### config.mk
export PLATFORM = sky130hd
export DESIGN_NAME = left_wall_follow_controller
export DESIGN_NICKNAME = d
export VERILOG_FILES = /design/src/rtl/core/lwf_pkg.sv /design/src/rtl/core/lwf_sectors.sv /design/src/rtl/core/lwf_mode_fsm.sv /design/src/rtl/core/left_wall_follow_controller.sv
export SDC_FILE = /design/constraint.sdc
export NUM_CORES = 1
export LEC_CHECK = 0
export ABC_AREA = 1
export BUFFER_PORTS_ARGS = -buffer_cell sky130_fd_sc_hd__buf_2
export CELL_PAD_IN_SITES_DETAIL_PLACEMENT = 0
export CELL_PAD_IN_SITES_GLOBAL_PLACEMENT = 2
export CORE_MARGIN = 4
export CORE_UTILIZATION = 39
export CTS_BUF_LIST = sky130_fd_sc_hd__clkbuf_8
export CTS_CLUSTER_DIAMETER = 200
export DETAILED_ROUTE_END_ITERATION = 12
export GPL_TIMING_DRIVEN = 1
export PLACE_DENSITY_LB_ADDON = 0.05
export SETUP_SLACK_MARGIN = 0.4
export SYNTH_ARGS = -nofsm -noshare
export SYNTH_HDL_FRONTEND = slang
export SYNTH_SLANG_ARGS = --single-unit
### constraint.sdc
create_clock -name clk -period 4.2 [get_ports clk]
set_input_delay 0.42 -clock clk [delete_from_list [all_inputs] [get_ports clk]]
set_output_delay 0.42 -clock clk [all_outputs]
set_load 0.05 [all_outputs]
### src/rtl/core/lwf_pkg.sv
// ----------------------------------------------------------------------------
// lwf_pkg
// Shared types and constants for the left wall follow controller.
// ----------------------------------------------------------------------------
package lwf_pkg;

    localparam int unsigned SECTOR_WIDTH   = 10;
    localparam int unsigned BEAMS_PER_SCAN = 360;

    localparam int unsigned DIST_W  = 14;
    localparam int unsigned BEAM_W  = 9;
    localparam int unsigned LIN_W   = 5;
    localparam int unsigned ANG_W   = 8;
    localparam int unsigned CFG_IDX_W = 2;

    localparam logic [BEAM_W-1:0] FWD_START  = BEAM_W'(0);
    localparam logic [BEAM_W-1:0] FL_START   = BEAM_W'(40);
    localparam logic [BEAM_W-1:0] LEFT_START = BEAM_W'(85);

    localparam logic [DIST_W-1:0] FAR_RANGE_CM = DIST_W'(10000);

    localparam logic [DIST_W-1:0] MAX_DIST_RST = DIST_W'(50);
    localparam logic [DIST_W-1:0] MIN_DIST_RST = DIST_W'(30);
    localparam logic [DIST_W-1:0] FAR_DIST_RST = DIST_W'(100);

    // speed commands, hundredths
    localparam logic [LIN_W-1:0]        LIN_SLOW   = LIN_W'(20);
    localparam logic [LIN_W-1:0]        LIN_CRUISE = LIN_W'(30);
    localparam logic [LIN_W-1:0]        LIN_CREEP  = LIN_W'(3);
    localparam logic [LIN_W-1:0]        LIN_EDGE   = LIN_W'(10);
    localparam logic [LIN_W-1:0]        LIN_STOP   = LIN_W'(0);
    localparam logic signed [ANG_W-1:0] ANG_AWAY   = -8'sd30;
    localparam logic signed [ANG_W-1:0] ANG_TOWARD = 8'sd30;
    localparam logic signed [ANG_W-1:0] ANG_ROUND  = 8'sd60;
    localparam logic signed [ANG_W-1:0] ANG_RIGHT  = -8'sd80;
    localparam logic signed [ANG_W-1:0] ANG_NONE   = 8'sd0;

    typedef enum logic [CFG_IDX_W-1:0] {
        REG_MAX_DIST = 2'd0,
        REG_MIN_DIST = 2'd1,
        REG_FAR_DIST = 2'd2
    } cfg_reg_t;

    typedef enum logic [1:0] {
        MODE_FOLLOW  = 2'd0,
        MODE_WALLEND = 2'd1,
        MODE_RIGHT   = 2'd2
    } mode_t;

    typedef struct packed {
        logic [DIST_W-1:0] max_dist;
        logic [DIST_W-1:0] min_dist;
        logic [DIST_W-1:0] far_dist;
    } thresholds_t;

    typedef struct packed {
        logic [DIST_W-1:0] forward;
        logic [DIST_W-1:0] front_left;
        logic [DIST_W-1:0] left;
    } sector_mins_t;

    function automatic logic sector_hit(input logic [BEAM_W-1:0] beam,
                                        input logic [BEAM_W-1:0] start);
        logic [BEAM_W:0] stop;
        stop = {1'b0, start} + (BEAM_W+1)'(SECTOR_WIDTH);
        return (beam >= start) && ({1'b0, beam} < stop)
            && ({1'b0, beam} < (BEAM_W+1)'(BEAMS_PER_SCAN));
    endfunction

endpackage

### src/rtl/core/lwf_sectors.sv
// ----------------------------------------------------------------------------
// lwf_sectors
// Running minimum range for the forward, front-left and left sectors.
// ----------------------------------------------------------------------------
module lwf_sectors (
    input  logic                          clk,
    input  logic                          rst_n,
    input  logic                          sample_en,
    input  logic [lwf_pkg::BEAM_W-1:0]    beam_index,
    input  logic [lwf_pkg::DIST_W-1:0]    range_cm,
    input  logic                          no_return,
    output lwf_pkg::sector_mins_t         mins
);

    lwf_pkg::sector_mins_t        mins_reg;
    lwf_pkg::sector_mins_t        mins_next;
    logic [lwf_pkg::DIST_W-1:0]   sample_cm;

    // no return, zero or out-of-scale range all read as far
    always_comb
    begin
        if (no_return || range_cm == '0 || range_cm > lwf_pkg::FAR_RANGE_CM)
            sample_cm = lwf_pkg::FAR_RANGE_CM;
        else
            sample_cm = range_cm;
    end

    always_comb
    begin
        mins_next = mins_reg;
        if (sample_en)
        begin
            if (lwf_pkg::sector_hit(beam_index, lwf_pkg::FWD_START) &&
                (beam_index == lwf_pkg::FWD_START || sample_cm < mins_reg.forward))
                mins_next.forward = sample_cm;
            if (lwf_pkg::sector_hit(beam_index, lwf_pkg::FL_START) &&
                (beam_index == lwf_pkg::FL_START || sample_cm < mins_reg.front_left))
                mins_next.front_left = sample_cm;
            if (lwf_pkg::sector_hit(beam_index, lwf_pkg::LEFT_START) &&
                (beam_index == lwf_pkg::LEFT_START || sample_cm < mins_reg.left))
                mins_next.left = sample_cm;
        end
    end

    always_ff @(posedge clk or negedge rst_n)
    begin
        if (!rst_n)
        begin
            mins_reg.forward    <= lwf_pkg::FAR_RANGE_CM;
            mins_reg.front_left <= lwf_pkg::FAR_RANGE_CM;
            mins_reg.left       <= lwf_pkg::FAR_RANGE_CM;
        end
        else
        begin
            mins_reg <= mins_next;
        end
    end

    assign mins = mins_reg;

endmodule

### src/rtl/core/lwf_mode_fsm.sv
// ----------------------------------------------------------------------------
// lwf_mode_fsm
// Follow wall / wall end / right turn machine, one decision per tick.
// ----------------------------------------------------------------------------
module lwf_mode_fsm (
    input  logic                                clk,
    input  logic                                rst_n,
    input  logic                                tick_en,
    input  lwf_pkg::thresholds_t                thr,
    input  lwf_pkg::sector_mins_t               mins,
    output logic                                cmd_valid,
    output logic [lwf_pkg::LIN_W-1:0]           cmd_linear,
    output logic signed [lwf_pkg::ANG_W-1:0]    cmd_angular
);

    lwf_pkg::mode_t mode_reg;
    lwf_pkg::mode_t mode_next;

    always_ff @(posedge clk or negedge rst_n)
    begin
        if (!rst_n)
            mode_reg <= lwf_pkg::MODE_FOLLOW;
        else
            mode_reg <= mode_next;
    end

    always_comb
    begin
        mode_next   = mode_reg;
        cmd_valid   = 1'b0;
        cmd_linear  = lwf_pkg::LIN_STOP;
        cmd_angular = lwf_pkg::ANG_NONE;
        if (tick_en)
        begin
            unique case (mode_reg)
                lwf_pkg::MODE_FOLLOW:
                begin
                    if (mins.forward > thr.max_dist)
                    begin
                        if (mins.front_left < thr.far_dist)
                        begin
                            cmd_valid = 1'b1;
                            if (mins.front_left < thr.min_dist)
                            begin
                                cmd_linear  = lwf_pkg::LIN_SLOW;
                                cmd_angular = lwf_pkg::ANG_AWAY;
                            end
                            else if (mins.front_left > thr.max_dist)
                            begin
                                cmd_linear  = lwf_pkg::LIN_SLOW;
                                cmd_angular = lwf_pkg::ANG_TOWARD;
                            end
                            else
                            begin
                                cmd_linear  = lwf_pkg::LIN_CRUISE;
                                cmd_angular = lwf_pkg::ANG_NONE;
                            end
                        end
                        else
                        begin
                            mode_next = lwf_pkg::MODE_WALLEND;
                        end
                    end
                    else
                    begin
                        mode_next = lwf_pkg::MODE_RIGHT;
                    end
                end
                lwf_pkg::MODE_WALLEND:
                begin
                    if (mins.front_left > thr.max_dist)
                    begin
                        cmd_valid   = 1'b1;
                        cmd_linear  = lwf_pkg::LIN_CREEP;
                        cmd_angular = lwf_pkg::ANG_ROUND;
                    end
                    else if (mins.left > thr.max_dist && mins.front_left > thr.min_dist)
                    begin
                        cmd_valid   = 1'b1;
                        cmd_linear  = lwf_pkg::LIN_EDGE;
                        cmd_angular = lwf_pkg::ANG_NONE;
                    end
                    else
                    begin
                        mode_next = lwf_pkg::MODE_FOLLOW;
                    end
                end
                lwf_pkg::MODE_RIGHT:
                begin
                    if (mins.forward > thr.max_dist)
                    begin
                        mode_next = lwf_pkg::MODE_FOLLOW;
                    end
                    else
                    begin
                        cmd_valid   = 1'b1;
                        cmd_linear  = lwf_pkg::LIN_STOP;
                        cmd_angular = lwf_pkg::ANG_RIGHT;
                    end
                end
                default:
                begin
                    // unused mode code: stop and stay
                    cmd_valid   = 1'b1;
                    cmd_linear  = lwf_pkg::LIN_STOP;
                    cmd_angular = lwf_pkg::ANG_NONE;
                end
            endcase
        end
    end

endmodule

### src/rtl/core/left_wall_follow_controller.sv
// ----------------------------------------------------------------------------
// left_wall_follow_controller
// Left-hand wall follower: sector minima from laser beats, speed command
// on control ticks.
// ----------------------------------------------------------------------------
// Each input beat is either one laser beam sample or one control tick. A beat
// is taken into an input register, processed there (sector minimum update or
// one step of the mode machine) and, when a tick produces a speed command,
// placed in the output register. The block takes one beat every cycle unless
// stalled. The only thing that holds the input back is a command waiting in
// the output register while out_ready is low. Threshold registers are written
// through cfg_we, cfg_index and cfg_data and should be changed only while the
// block is idle.
module left_wall_follow_controller (
    input  logic                                clk,
    input  logic                                rst_n,

    input  logic                                cfg_we,
    input  logic [lwf_pkg::CFG_IDX_W-1:0]       cfg_index,
    input  logic [lwf_pkg::DIST_W-1:0]          cfg_data,

    input  logic                                in_valid,
    output logic                                in_ready,
    input  logic                                kind,
    input  logic [lwf_pkg::BEAM_W-1:0]          beam_index,
    input  logic [lwf_pkg::DIST_W-1:0]          range_cm,
    input  logic                                no_return,

    output logic                                out_valid,
    input  logic                                out_ready,
    output logic [lwf_pkg::LIN_W-1:0]           linear_speed,
    output logic signed [lwf_pkg::ANG_W-1:0]    angular_speed
);

    lwf_pkg::thresholds_t                 thr_reg;

    logic                                 s1_valid_reg;
    logic                                 s1_kind_reg;
    logic [lwf_pkg::BEAM_W-1:0]           s1_beam_reg;
    logic [lwf_pkg::DIST_W-1:0]           s1_range_reg;
    logic                                 s1_no_return_reg;

    logic                                 out_valid_reg;
    logic [lwf_pkg::LIN_W-1:0]            linear_speed_reg;
    logic signed [lwf_pkg::ANG_W-1:0]     angular_speed_reg;

    logic                                 s1_advance;
    logic                                 in_fire;
    lwf_pkg::sector_mins_t                mins;
    logic                                 cmd_valid;
    logic [lwf_pkg::LIN_W-1:0]            cmd_linear;
    logic signed [lwf_pkg::ANG_W-1:0]     cmd_angular;

    assign s1_advance = s1_valid_reg && (!out_valid_reg || out_ready);
    assign in_ready   = !s1_valid_reg || s1_advance;
    assign in_fire    = in_valid && in_ready;

    always_ff @(posedge clk or negedge rst_n)
    begin
        if (!rst_n)
        begin
            thr_reg.max_dist <= lwf_pkg::MAX_DIST_RST;
            thr_reg.min_dist <= lwf_pkg::MIN_DIST_RST;
            thr_reg.far_dist <= lwf_pkg::FAR_DIST_RST;
        end
        else if (cfg_we)
        begin
            unique case (cfg_index)
                lwf_pkg::REG_MAX_DIST: thr_reg.max_dist <= cfg_data;
                lwf_pkg::REG_MIN_DIST: thr_reg.min_dist <= cfg_data;
                lwf_pkg::REG_FAR_DIST: thr_reg.far_dist <= cfg_data;
                default: ;
            endcase
        end
    end

    // input register
    always_ff @(posedge clk or negedge rst_n)
    begin
        if (!rst_n)
            s1_valid_reg <= 1'b0;
        else if (in_ready)
            s1_valid_reg <= in_valid;
    end

    always_ff @(posedge clk)
    begin
        if (in_fire)
        begin
            s1_kind_reg      <= kind;
            s1_beam_reg      <= beam_index;
            s1_range_reg     <= range_cm;
            s1_no_return_reg <= no_return;
        end
    end

    lwf_sectors u_sectors (
        .clk        (clk),
        .rst_n      (rst_n),
        .sample_en  (s1_advance && !s1_kind_reg),
        .beam_index (s1_beam_reg),
        .range_cm   (s1_range_reg),
        .no_return  (s1_no_return_reg),
        .mins       (mins)
    );

    lwf_mode_fsm u_mode_fsm (
        .clk         (clk),
        .rst_n       (rst_n),
        .tick_en     (s1_advance && s1_kind_reg),
        .thr         (thr_reg),
        .mins        (mins),
        .cmd_valid   (cmd_valid),
        .cmd_linear  (cmd_linear),
        .cmd_angular (cmd_angular)
    );

    // output register
    always_ff @(posedge clk or negedge rst_n)
    begin
        if (!rst_n)
            out_valid_reg <= 1'b0;
        else if (!out_valid_reg || out_ready)
            out_valid_reg <= s1_advance && cmd_valid;
    end

    always_ff @(posedge clk)
    begin
        if (s1_advance && cmd_valid)
        begin
            linear_speed_reg  <= cmd_linear;
            angular_speed_reg <= cmd_angular;
        end
    end

    assign out_valid     = out_valid_reg;
    assign linear_speed  = linear_speed_reg;
    assign angular_speed = angular_speed_reg;

endmodule

==> results.py, run 1 <==
metrics = {
    "grt": {
        "grt_use_total": 0.190,
        "grt_pass1_wl_um": 32800,
        "antenna_found_initial": 0,
        "grt_start_max_net_pins": 69,
        "grt_pass1_vias": 6159,
        "overflow": 0,
    },
    "die": {
        "io_pins": 61,
        "die_h_um": 151,
        "placementRows": 51,
        "die-area_um2": 22700,
        "core_area_um2": 19700,
        "die_w_um": 151,
        "start_util": 0.403,
    },
    "placement": {
        "place_ws_ns": 0.828,
        "hpwlAfterDp_um": 15500,
        "gp_congestion": 0.813,
        "portBuffers": 59,
        "placed_area_um2": 8490,
    },
    "final_layout": {
        "final_common_cell": "nand2_1",
        "fill_cells": 2002,
        "nets": 1153,
        "drive_gt1_frac": 0.190,
        "layout_common_cells": "nand2_1 (175), inv_1 (161), ha_1 (109)",
        "stdcell_area_um2": 8850,
        "area_growth_pct": 11.5,
        "antenna_cells": 0,
    },
    "synthesis": {
        "synth_top_family_by_area": "simple AND/OR/NAND/NOR gates",
        "yosys_warnings": 0,
        "synth-compound-area-share": 0.0873,
        "synth_area_um2": 7940,
        "muxShareOfSynthArea": 0,
        "post_synth.cell_area_avg_um2": 8.52,
        "synth_area_leaders": "dfrtp_1 (20%), ha_1 (17%), edfxtp_1 (13%)",
        "synth_edf_count": 35,
        "synth_xor_area_frac": 0,
        "ys_seq_elements": 123,
        "synth.distinct_cells": 39,
        "synth_simple_gate_area_share": 0.234,
        "async_flop_share": 0.715,
        "ys.flop_type": "dfrtp_1",
        "synth_nets": 1086,
        "synth_top_area_frac": 0.199,
        "netlist_instances": 931,
        "ys_seq_area_frac": 0.414,
        "synth_top_area_cell": "dfrtp_1",
        "synthAdderAreaFrac": 0.172,
    },
    "detailed_routing": {
        "route.met2.wl_um": 9110,
        "viasPerCell": 4.81,
        "wl_met1_um": 10000,
        "wl_um": 20100,
        "final_antenna_net_count": 0,
        "top_layer": "met4",
        "wl_met3_um": 617,
        "vias": 6137,
        "first_pass_iters": 4,
        "route.detailed.drc": 0,
        "wl_per_cell_um": 15.7,
        "drt_first_iter_violations": 288,
    },
    "clocking": {
        "cts.sinks": 123,
        "post_cts_buffers": 0,
        "clockRootBuffer": "clkbuf_8",
        "insertion_delay_ns": 0.45,
        "holdBufCountCts": 0,
        "cts_tree": "yes",
        "clk_pin_slew_ns": 0.08,
        "cts_resized": 0,
        "numCtsBuffers": 17,
        "cts_buffer_depth": 2,
        "htreeDepth": 4,
    },
    "sta": {
        "setup_slack_ns": 0.827,
        "worst_pin_slew_ns": 0.989,
        "fin_skew_ns": 0.0175,
        "totalNegativeSetupSlack_ns": 0,
        "fin_crit_ns": 3.37,
        "rsz0062_at_grt": "false",
        "finalSetupViolCount": 0,
        "relSlewSlack": 0.339,
        "slew_violations": 0,
        "final_hold_viol_count": 0,
        "fin_crit_sh": 0.803,
        "fmaxAchievable_ghz": 0.296,
    },
    "worst_setup_path": {
        "reg2reg_from": "s1_range_reg[11]",
        "cp_common_cell": "nand2_1",
        "cp_max_fo": 15,
        "rr_endpoint": "u_sectors.mins[28]",
        "worstRegToRegCells": 15,
        "worstSetupPathType": "register to register",
        "cp-end-kind": "register",
        "critical_path.startpoint_type": "register",
        "cp.required_ns": 4.53,
        "max_stage_delay_ns": 0.44,
        "crit_chain": "nor2_2 -> nor3b_2 -> nand2_1 -> nand2_2 -> nand2_1 -> nor2_1 -> ha_1 -> a21oi_1 -> nor2_1 -> a2111oi_0 -> nand2_2 -> nand2_4 -> nand2_4 -> nand2_1 -> nand2_1",
        "crit_slowest_cell": "nor2_1",
        "r2r_setup_slack_ns": 0.83,
        "arrival_ns": 3.71,
    },
    "power_and_ir_drop": {
        "ir_drop_uv": 160,
        "finalPower_w": 0.00315,
        "leakagePower_nw": 4.46,
        "pwr_density_cell_nw_per_um2": 356,
    },
    "job": {
        "cap_violations": 0,
    },
    "worst_hold_path": {
        "worstHoldPathType": "primary input to asynchronous set/reset pin",
    },
    "run_status": {
        "status": "finished, final reports clean",
    },
}
[metrics by stage]
stage / utilization / instances / hold WS [ns]
finish: 0.449 / 1276 / 0.109
global placement: 0.430 / 1244 / 0.466
floorplan: - / 931 / 0.124
global route: 0.449 / 1276 / 0.110
detailed placement: 0.430 / 1244 / 0.471
CTS: 0.449 / 1276 / 0.109
[final cells by class]
cell class | instances | area (um2) | share of cell area
timing repair buffer | 67 | 358 | 0.0404
clock inverter | 12 | 87.6 | 0.00990
tap | 265 | 332 | 0.0375
sequential | 123 | 3280 | 0.371
clock buffer | 20 | 275 | 0.0311
inverter | 157 | 589 | 0.0666
multi-input combinational | 632 | 3920 | 0.443
[synthesized netlist by cell type, types with 3 or more instances]
| cell type | count |
|---|---|
| nor3_1 | 9 |
| ha_1 | 109 |
| dfstp_2 | 25 |
| nand3_1 | 73 |
| nand2_1 | 175 |
| nor2_1 | 53 |
| clkbuf_1 | 10 |
| nand2_4 | 6 |
| dfrtp_1 | 63 |
| nor4_1 | 3 |
| o21ai_0 | 59 |
| or2_1 | 3 |
| a21oi_1 | 48 |
| inv_1 | 157 |
| edfxtp_1 | 35 |
| nand4_1 | 13 |
| buf_4 | 6 |
| buf_12 | 3 |
| nand2_2 | 54 |
[kinds of logic after synthesis]
kind of cell,count (synthesis)
compound gates,125
fa+ha+maj,109
buf+inv,176
flops,123
other cells,1
simple gates,397
[power breakdown]
group / switching [W] / leakage (nW) / internal (W)
clock: 0.000490 / 0.195 / 0.000501
sequential: 0.0000768 / 1.43 / 0.00137
combinational: 0.000475 / 2.84 / 0.000237
total: 0.00104 / 4.46 / 0.00211
[critical path: cells and delay by family (launching register included)]
kind | cells | cell delay [ns]
and+or+nand+nor | 12 | 1.91
DFF | 1 | 0.40
adders and majority gates | 1 | 0.34
AOI/OAI and AO/OA | 2 | 0.59
[per-layer routing]
layer | vias to the layer above | track usage
met3 | 24 | 0.0349
met2 | 80 | 0.304
met5 | - | 0
li1 | 3194 | -
met1 | 2839 | 0.262
met4 | 0 | 0.0594
[worst max path at each step]
stage	from	end	depth (start not counted)
3_5_place_dp	s1_range_reg[11]	u_sectors.mins[30]	15
3_3_place_gp	s1_range_reg[11]	u_sectors.mins[30]	15
5_1_grt	s1_range_reg[2]	u_sectors.mins[29]	16
2_1_floorplan	s1_range_reg[2]	u_sectors.mins[31]	20
4_1_cts	s1_range_reg[2]	u_sectors.mins[28]	16
6_report	s1_range_reg[11]	u_sectors.mins[28]	15
(Power assumes the default switching activity.)
==> run 2: changes to the inputs <==
--- a/config.mk
+++ b/config.mk
@@ -10,7 +10,7 @@
 export CELL_PAD_IN_SITES_DETAIL_PLACEMENT = 0
 export CELL_PAD_IN_SITES_GLOBAL_PLACEMENT = 2
 export CORE_MARGIN = 4
-export CORE_UTILIZATION = 39
+export CORE_UTILIZATION = 35
 export CTS_BUF_LIST = sky130_fd_sc_hd__clkbuf_8
 export CTS_CLUSTER_DIAMETER = 200
 export DETAILED_ROUTE_END_ITERATION = 12
==> constraint.sdc (replaced) <==
create_clock -name clk -period 3 [get_ports clk]
set_input_delay 0.3 -clock clk [delete_from_list [all_inputs] [get_ports clk]]
set_output_delay 0.3 -clock clk [all_outputs]
set_load 0.05 [all_outputs]
==> run 2 against run 1 <==
Sequential power grew 40%. Final cell count grew 5.9%. Highest routed layer unchanged. Clock skew shrank 0.0027 ns. Critical endpoint is now u_sectors.mins[7].
==> results.py, run 2 (same netlist as run 1, synthesis figures left out) <==
metrics = {
    "run_status": {
        "status": "finished, final reports clean",
    },
    "worst_setup_path": {
        "cp.required_ns": 3.39,
        "critical_path.startpoint_type": "register",
        "arrival_ns": 3.15,
        "cp-end-kind": "register",
        "cp_max_fo": 14,
        "worstSetupPathType": "register to register",
    },
    "grt": {
        "grt_use_total": 0.174,
        "grt_start_max_net_pins": 46,
        "grt_pass1_vias": 6095,
        "antenna_found_initial": 0,
        "overflow": 0,
        "grt_pass1_wl_um": 33500,
    },
    "detailed_routing": {
        "wl_um": 21200,
        "viasPerCell": 4.70,
        "first_pass_iters": 5,
        "vias": 6350,
        "final_antenna_net_count": 0,
        "wl_per_cell_um": 15.7,
        "drt_first_iter_violations": 298,
        "route.detailed.drc": 0,
    },
    "sta": {
        "finalSetupViolCount": 0,
        "fin_skew_ns": 0.0148,
        "worst_pin_slew_ns": 0.993,
        "fin_crit_sh": 0.920,
        "hold_slack_ns": 0.0285,
        "rsz0062_at_grt": "true",
        "relSlewSlack": 0.337,
        "final_hold_viol_count": 0,
        "fin_crit_ns": 2.76,
        "fmaxAchievable_ghz": 0.362,
        "slew_violations": 0,
        "setup_slack_ns": 0.239,
        "totalNegativeSetupSlack_ns": 0,
    },
    "placement": {
        "place_ws_ns": 0.0337,
        "gp_congestion": 0.779,
        "dp.cells": 1278,
        "hpwlAfterDp_um": 16200,
        "portBuffers": 59,
    },
    "die": {
        "die_w_um": 159,
        "start_util": 0.359,
        "io_pins": 61,
        "die_h_um": 159,
        "core_area_um2": 22100,
        "die-area_um2": 25100,
        "placementRows": 54,
    },
    "final_layout": {
        "layout_common_cells": "nand2_1 (163), inv_1 (154), ha_1 (104)",
        "area_growth_pct": 23.8,
        "final_cells": 1351,
        "drive_gt1_frac": 0.264,
        "nets": 1213,
        "antenna_cells": 0,
        "final_common_cell": "nand2_1",
        "fill_cells": 2255,
    },
    "power_and_ir_drop": {
        "ir_drop_uv": 235,
        "pwr_density_cell_nw_per_um2": 507,
        "leakagePower_nw": 4.80,
    },
    "clocking": {
        "cts.sinks": 123,
        "cts_tree": "yes",
        "cts_buffer_depth": 2,
        "numCtsBuffers": 17,
        "clk_pin_slew_ns": 0.08,
        "htreeDepth": 4,
        "insertion_delay_ns": 0.45,
        "clockRootBuffer": "clkbuf_8",
    },
    "worst_hold_path": {
        "worstHoldPathType": "primary input to register",
    },
    "job": {
        "cap_violations": 0,
    },
}
run 2: changes by cell type in the layout (fill, tap and decap cells not counted), sizes merged:
cell | before | now
dlygate4sd3 | 0 | 22
nand2 | 235 | 236
buf | 67 | 103
clkinvlp | 3 | 2
clkinv | 4 | 2
bufinv | 1 | 5
run 2: path summary, 6_finish.rpt:
check | startpoint | endpoint | slack [ns] | cells after the start
setup / recovery | s1_range_reg[12] | u_sectors.mins[7] | 0.24 | 16
hold / removal | range_cm[9] | s1_range_reg[9] | 0.03 | 1
setup reg to reg | s1_range_reg[12] | u_sectors.mins[7] | 0.24 | 16
hold reg to reg | u_sectors.mins[4] | u_sectors.mins[4] | 0.49 | 2
max in group asynchronous | rst_n | u_sectors.mins[32] | 1.86 | 3
min in group asynchronous | rst_n | thr_reg[38] | 0.38 | 2
run 2: per-stage QoR:
step | cell area (um2) | total power (W) | utilization
after global routing | 9820 | 0.00530 | 0.445
after global placement | 8730 | 0.00312 | 0.395
after detailed placement | 8730 | 0.00312 | 0.395
after floorplan | 7990 | 0.00276 | -
after CTS | 9490 | 0.00496 | 0.430
final | 9820 | 0.00498 | 0.445
run 2: layout make-up:
class                      instances  area (um2)  area share
clock inverter                    13         199      0.0203
clock buffer                      19         262      0.0266
multi-input combinational        633        4210       0.429
inverter                         157         592      0.0603
sequential                       123        3290       0.335
timing repair buffer             126         922      0.0939
tap                              280         350      0.0357
run 2: critical path: stages (launching register included):
cell and delay [ns]:
edfxtp_1 0.44, nor2_4 0.15, nor3b_2 0.18, nand2_1 0.08, nand2_2 0.12, nand2_4 0.09
or2_4 0.30, ha_1 0.32, nand2_1 0.10, nor2_1 0.06, a211oi_2 0.15, o221a_2 0.22
nand2_2 0.06, nand2_4 0.10, buf_12 0.16, nand3_1 0.09, nand2_2 0.07
run 2: timing repair:
action                                  CTS  global route
endpoints found under the hold margin    45             7
gates resized for setup                  25            42
endpoints found under the setup margin   56            57
buffers inserted                          7            10
hold buffers                             15             7
pin swaps                                 8            13
cloned                                    1             1
run 2: per-layer routing:
layer	up-vias	track usage	routed length, um
li1	3307	-	-
met1	2962	0.245	10500
met2	72	0.282	10100
met3	9	0.0318	488
met4	0	0.0366	129
met5	-	0	0
run 2: report_power, final:
group | internal [W] | switching (W) | total [W]
combinational | 0.000456 | 0.000742 | 0.00120
sequential | 0.00192 | 0.000108 | 0.00203
clock | 0.00103 | 0.000723 | 0.00175
total | 0.00341 | 0.00157 | 0.00498
==> run 3: changes to the inputs <==
--- a/config.mk
+++ b/config.mk
@@ -9,13 +9,12 @@
 export BUFFER_PORTS_ARGS = -buffer_cell sky130_fd_sc_hd__buf_2
 export CELL_PAD_IN_SITES_DETAIL_PLACEMENT = 0
 export CELL_PAD_IN_SITES_GLOBAL_PLACEMENT = 2
-export CORE_MARGIN = 4
 export CORE_UTILIZATION = 35
 export CTS_BUF_LIST = sky130_fd_sc_hd__clkbuf_8
 export CTS_CLUSTER_DIAMETER = 200
 export DETAILED_ROUTE_END_ITERATION = 12
 export GPL_TIMING_DRIVEN = 1
-export PLACE_DENSITY_LB_ADDON = 0.05
+export PLACE_DENSITY = 0.79
 export SETUP_SLACK_MARGIN = 0.4
 export SYNTH_ARGS = -nofsm -noshare
 export SYNTH_HDL_FRONTEND = slang
==> constraint.sdc (replaced) <==
create_clock -name clk -period 3 [get_ports clk]
set_input_delay 0.6 -clock clk [delete_from_list [all_inputs] [get_ports clk]]
set_output_delay 0.6 -clock clk [all_outputs]
set_load 0.05 [all_outputs]
==> run 3 against run 2 <==
The flow now finishes with violations (design-rule violations). Critical endpoint is now u_sectors.mins[12]. Clock skew about the same. Non-clock buffer count down 13. Largest power group unchanged. First-iteration DRC count is 19% lower.
==> results.py, run 3 (same netlist as run 1, synthesis figures left out) <==
metrics = {
    "grt": {
        "grt_start_max_net_pins": 46,
        "grt_pass1_wl_um": 32700,
        "grt_use_total": 0.182,
        "overflow": 0,
        "antenna_found_initial": 0,
        "grt_pass1_vias": 6241,
    },
    "worst_setup_path": {
        "arrival_ns": 3.26,
        "cp_max_fo": 7,
        "reg2reg_from": "s1_range_reg[11]",
        "worstSetupPathType": "register to register",
        "critical_path.startpoint_type": "register",
        "cp.required_ns": 3.35,
        "cp-end-kind": "register",
        "startpoint": "s1_range_reg[11]",
    },
    "die": {
        "start_util": 0.360,
        "placementRows": 54,
        "core_area_um2": 22000,
        "die_h_um": 153,
        "io_pins": 61,
        "die_w_um": 153,
        "die-area_um2": 23300,
    },
    "placement": {
        "gp_congestion": 0.807,
        "hpwlAfterDp_um": 15200,
        "dp.cells": 1274,
        "portBuffers": 59,
        "placed_area_um2": 8700,
    },
    "sta": {
        "worst_pin_slew_ns": 1.08,
        "finalSetupViolCount": 0,
        "slew_violations": 0,
        "final_hold_viol_count": 0,
        "relSlewSlack": 0.275,
        "fin_crit_ns": 2.91,
        "fin_skew_ns": 0.0150,
        "fmaxAchievable_ghz": 0.343,
        "rsz0062_at_grt": "true",
        "fin_crit_sh": 0.971,
    },
    "final_layout": {
        "fin_util": 0.458,
        "nets": 1203,
        "antenna_cells": 0,
        "stdcell_area_um2": 10100,
        "final_common_cell": "nand2_1",
        "drive_gt1_frac": 0.316,
        "area_growth_pct": 27.0,
        "final_cells": 1341,
        "layout_common_cells": "nand2_1 (153), inv_1 (147), ha_1 (96)",
    },
    "power_and_ir_drop": {
        "clkPwrFrac": 0.343,
        "p_sw_w": 0.00160,
        "seq_power_share": 0.403,
        "ir_drop_uv": 223,
        "leakagePower_nw": 4.83,
        "comb_power_share": 0.254,
        "p_int_w": 0.00344,
        "pwr_density_cell_nw_per_um2": 500,
        "p_sw_frac": 0.317,
    },
    "clocking": {
        "cts_tree": "yes",
        "numCtsBuffers": 17,
        "clockRootBuffer": "clkbuf_8",
        "cts_buffer_depth": 2,
        "cts.sinks": 123,
        "insertion_delay_ns": 0.45,
        "htreeDepth": 4,
        "clk_pin_slew_ns": 0.08,
    },
    "detailed_routing": {
        "vias": 6374,
        "wl_um": 20700,
        "drt_first_iter_violations": 240,
        "viasPerCell": 4.75,
        "wl_per_cell_um": 15.5,
        "final_antenna_net_count": 0,
        "route.detailed.drc": 1,
        "first_pass_iters": 11,
    },
    "run_status": {
        "status": "finished with violations",
        "violations": "design-rule violations",
    },
    "worst_hold_path": {
        "worstHoldPathType": "primary input to asynchronous set/reset pin",
    },
    "job": {
        "cap_violations": 0,
    },
}
-- run 3: path summary, 6_finish.rpt --
| kind | to | slack [ns] | cells past startpoint |
|---|---|---|---|
| worst max register to register | u_sectors.mins[12] | 0.09 | 17 |
| max in group asynchronous | u_sectors.mins[41] | 2.12 | 2 |
| worst max-delay path | u_sectors.mins[12] | 0.09 | 17 |
| worst min-delay path | thr_reg[19] | 0.15 | 1 |
| worst min register to register | thr_reg[13] | 0.48 | 2 |
| min in group clk | s1_range_reg[5] | 0.32 | 1 |
-- run 3: critical path, cell delays in order (launching register included) --
cell and delay [ns]:
edfxtp_1 0.43, nor2_4 0.16, nor3b_2 0.19, nand2_1 0.11, nand2_4 0.13, nand2_4 0.09
or2_4 0.28, buf_12 0.14, buf_4 0.13, ha_1 0.26, nand4_1 0.10, nor3_1 0.16
nand2_1 0.12, nand2_4 0.10, nand2_8 0.09, clkbuf_16 0.18, nand3_1 0.08, nand2_2 0.05
-- run 3: layout make-up --
class / instances / area, um2
Sequential cell: 123 / 3290
Inverter: 157 / 598
Multi-Input combinational cell: 636 / 4540
Clock buffer: 22 / 303
Fill cell: 2192 / 11900
Tap cell: 280 / 350
Clock inverter: 10 / 160
Timing Repair Buffer: 113 / 846
-- run 3: layer usage --
layer,part of all wire,vias up,GRT usage,wire length (um)
met5,0,-,0,0
met4,0.015,0,0.0519,319
met3,0.028,23,0.0324,578
li1,-,3296,-,-
met1,0.48,2967,0.236,9950
met2,0.48,88,0.310,9880
-- run 3: repair_timing --
action	in CTS	in global routing
setup endpoints to repair	57	58
hold buffers	0	0
resized for setup	42	83
setup buffers	8	19
endpoints found under the hold margin	0	0
cloned	3	5
pin swaps	8	34
-- run 3: stage by stage --
step / setup slack (ns) / TNS, ns / hold slack [ns] / power, W
3_3_place_gp: 0.0494 / 0 / 0.467 / 0.00310
3_5_place_dp: 0.0361 / 0 / 0.473 / 0.00311
5_1_grt: -0.0749 / -1.77 / 0.169 / 0.00535
4_1_cts: 0.191 / 0 / 0.147 / 0.00491
2_1_floorplan: 0.309 / 0 / 0.304 / 0.00276
6_report: 0.0884 / 0 / 0.150 / 0.00504
-- run 3: power groups by stage --
| stage | sequential (W) | clock (W) | combinational, W |
|---|---|---|---|
| after floorplan | 0.00209 | 0 | 0.000670 |
| after global placement | 0.00206 | 0 | 0.00104 |
| after detailed placement | 0.00206 | 0 | 0.00105 |
| after CTS | 0.00203 | 0.00177 | 0.00111 |
| after global routing | 0.00206 | 0.00184 | 0.00146 |
| final | 0.00203 | 0.00173 | 0.00128 |
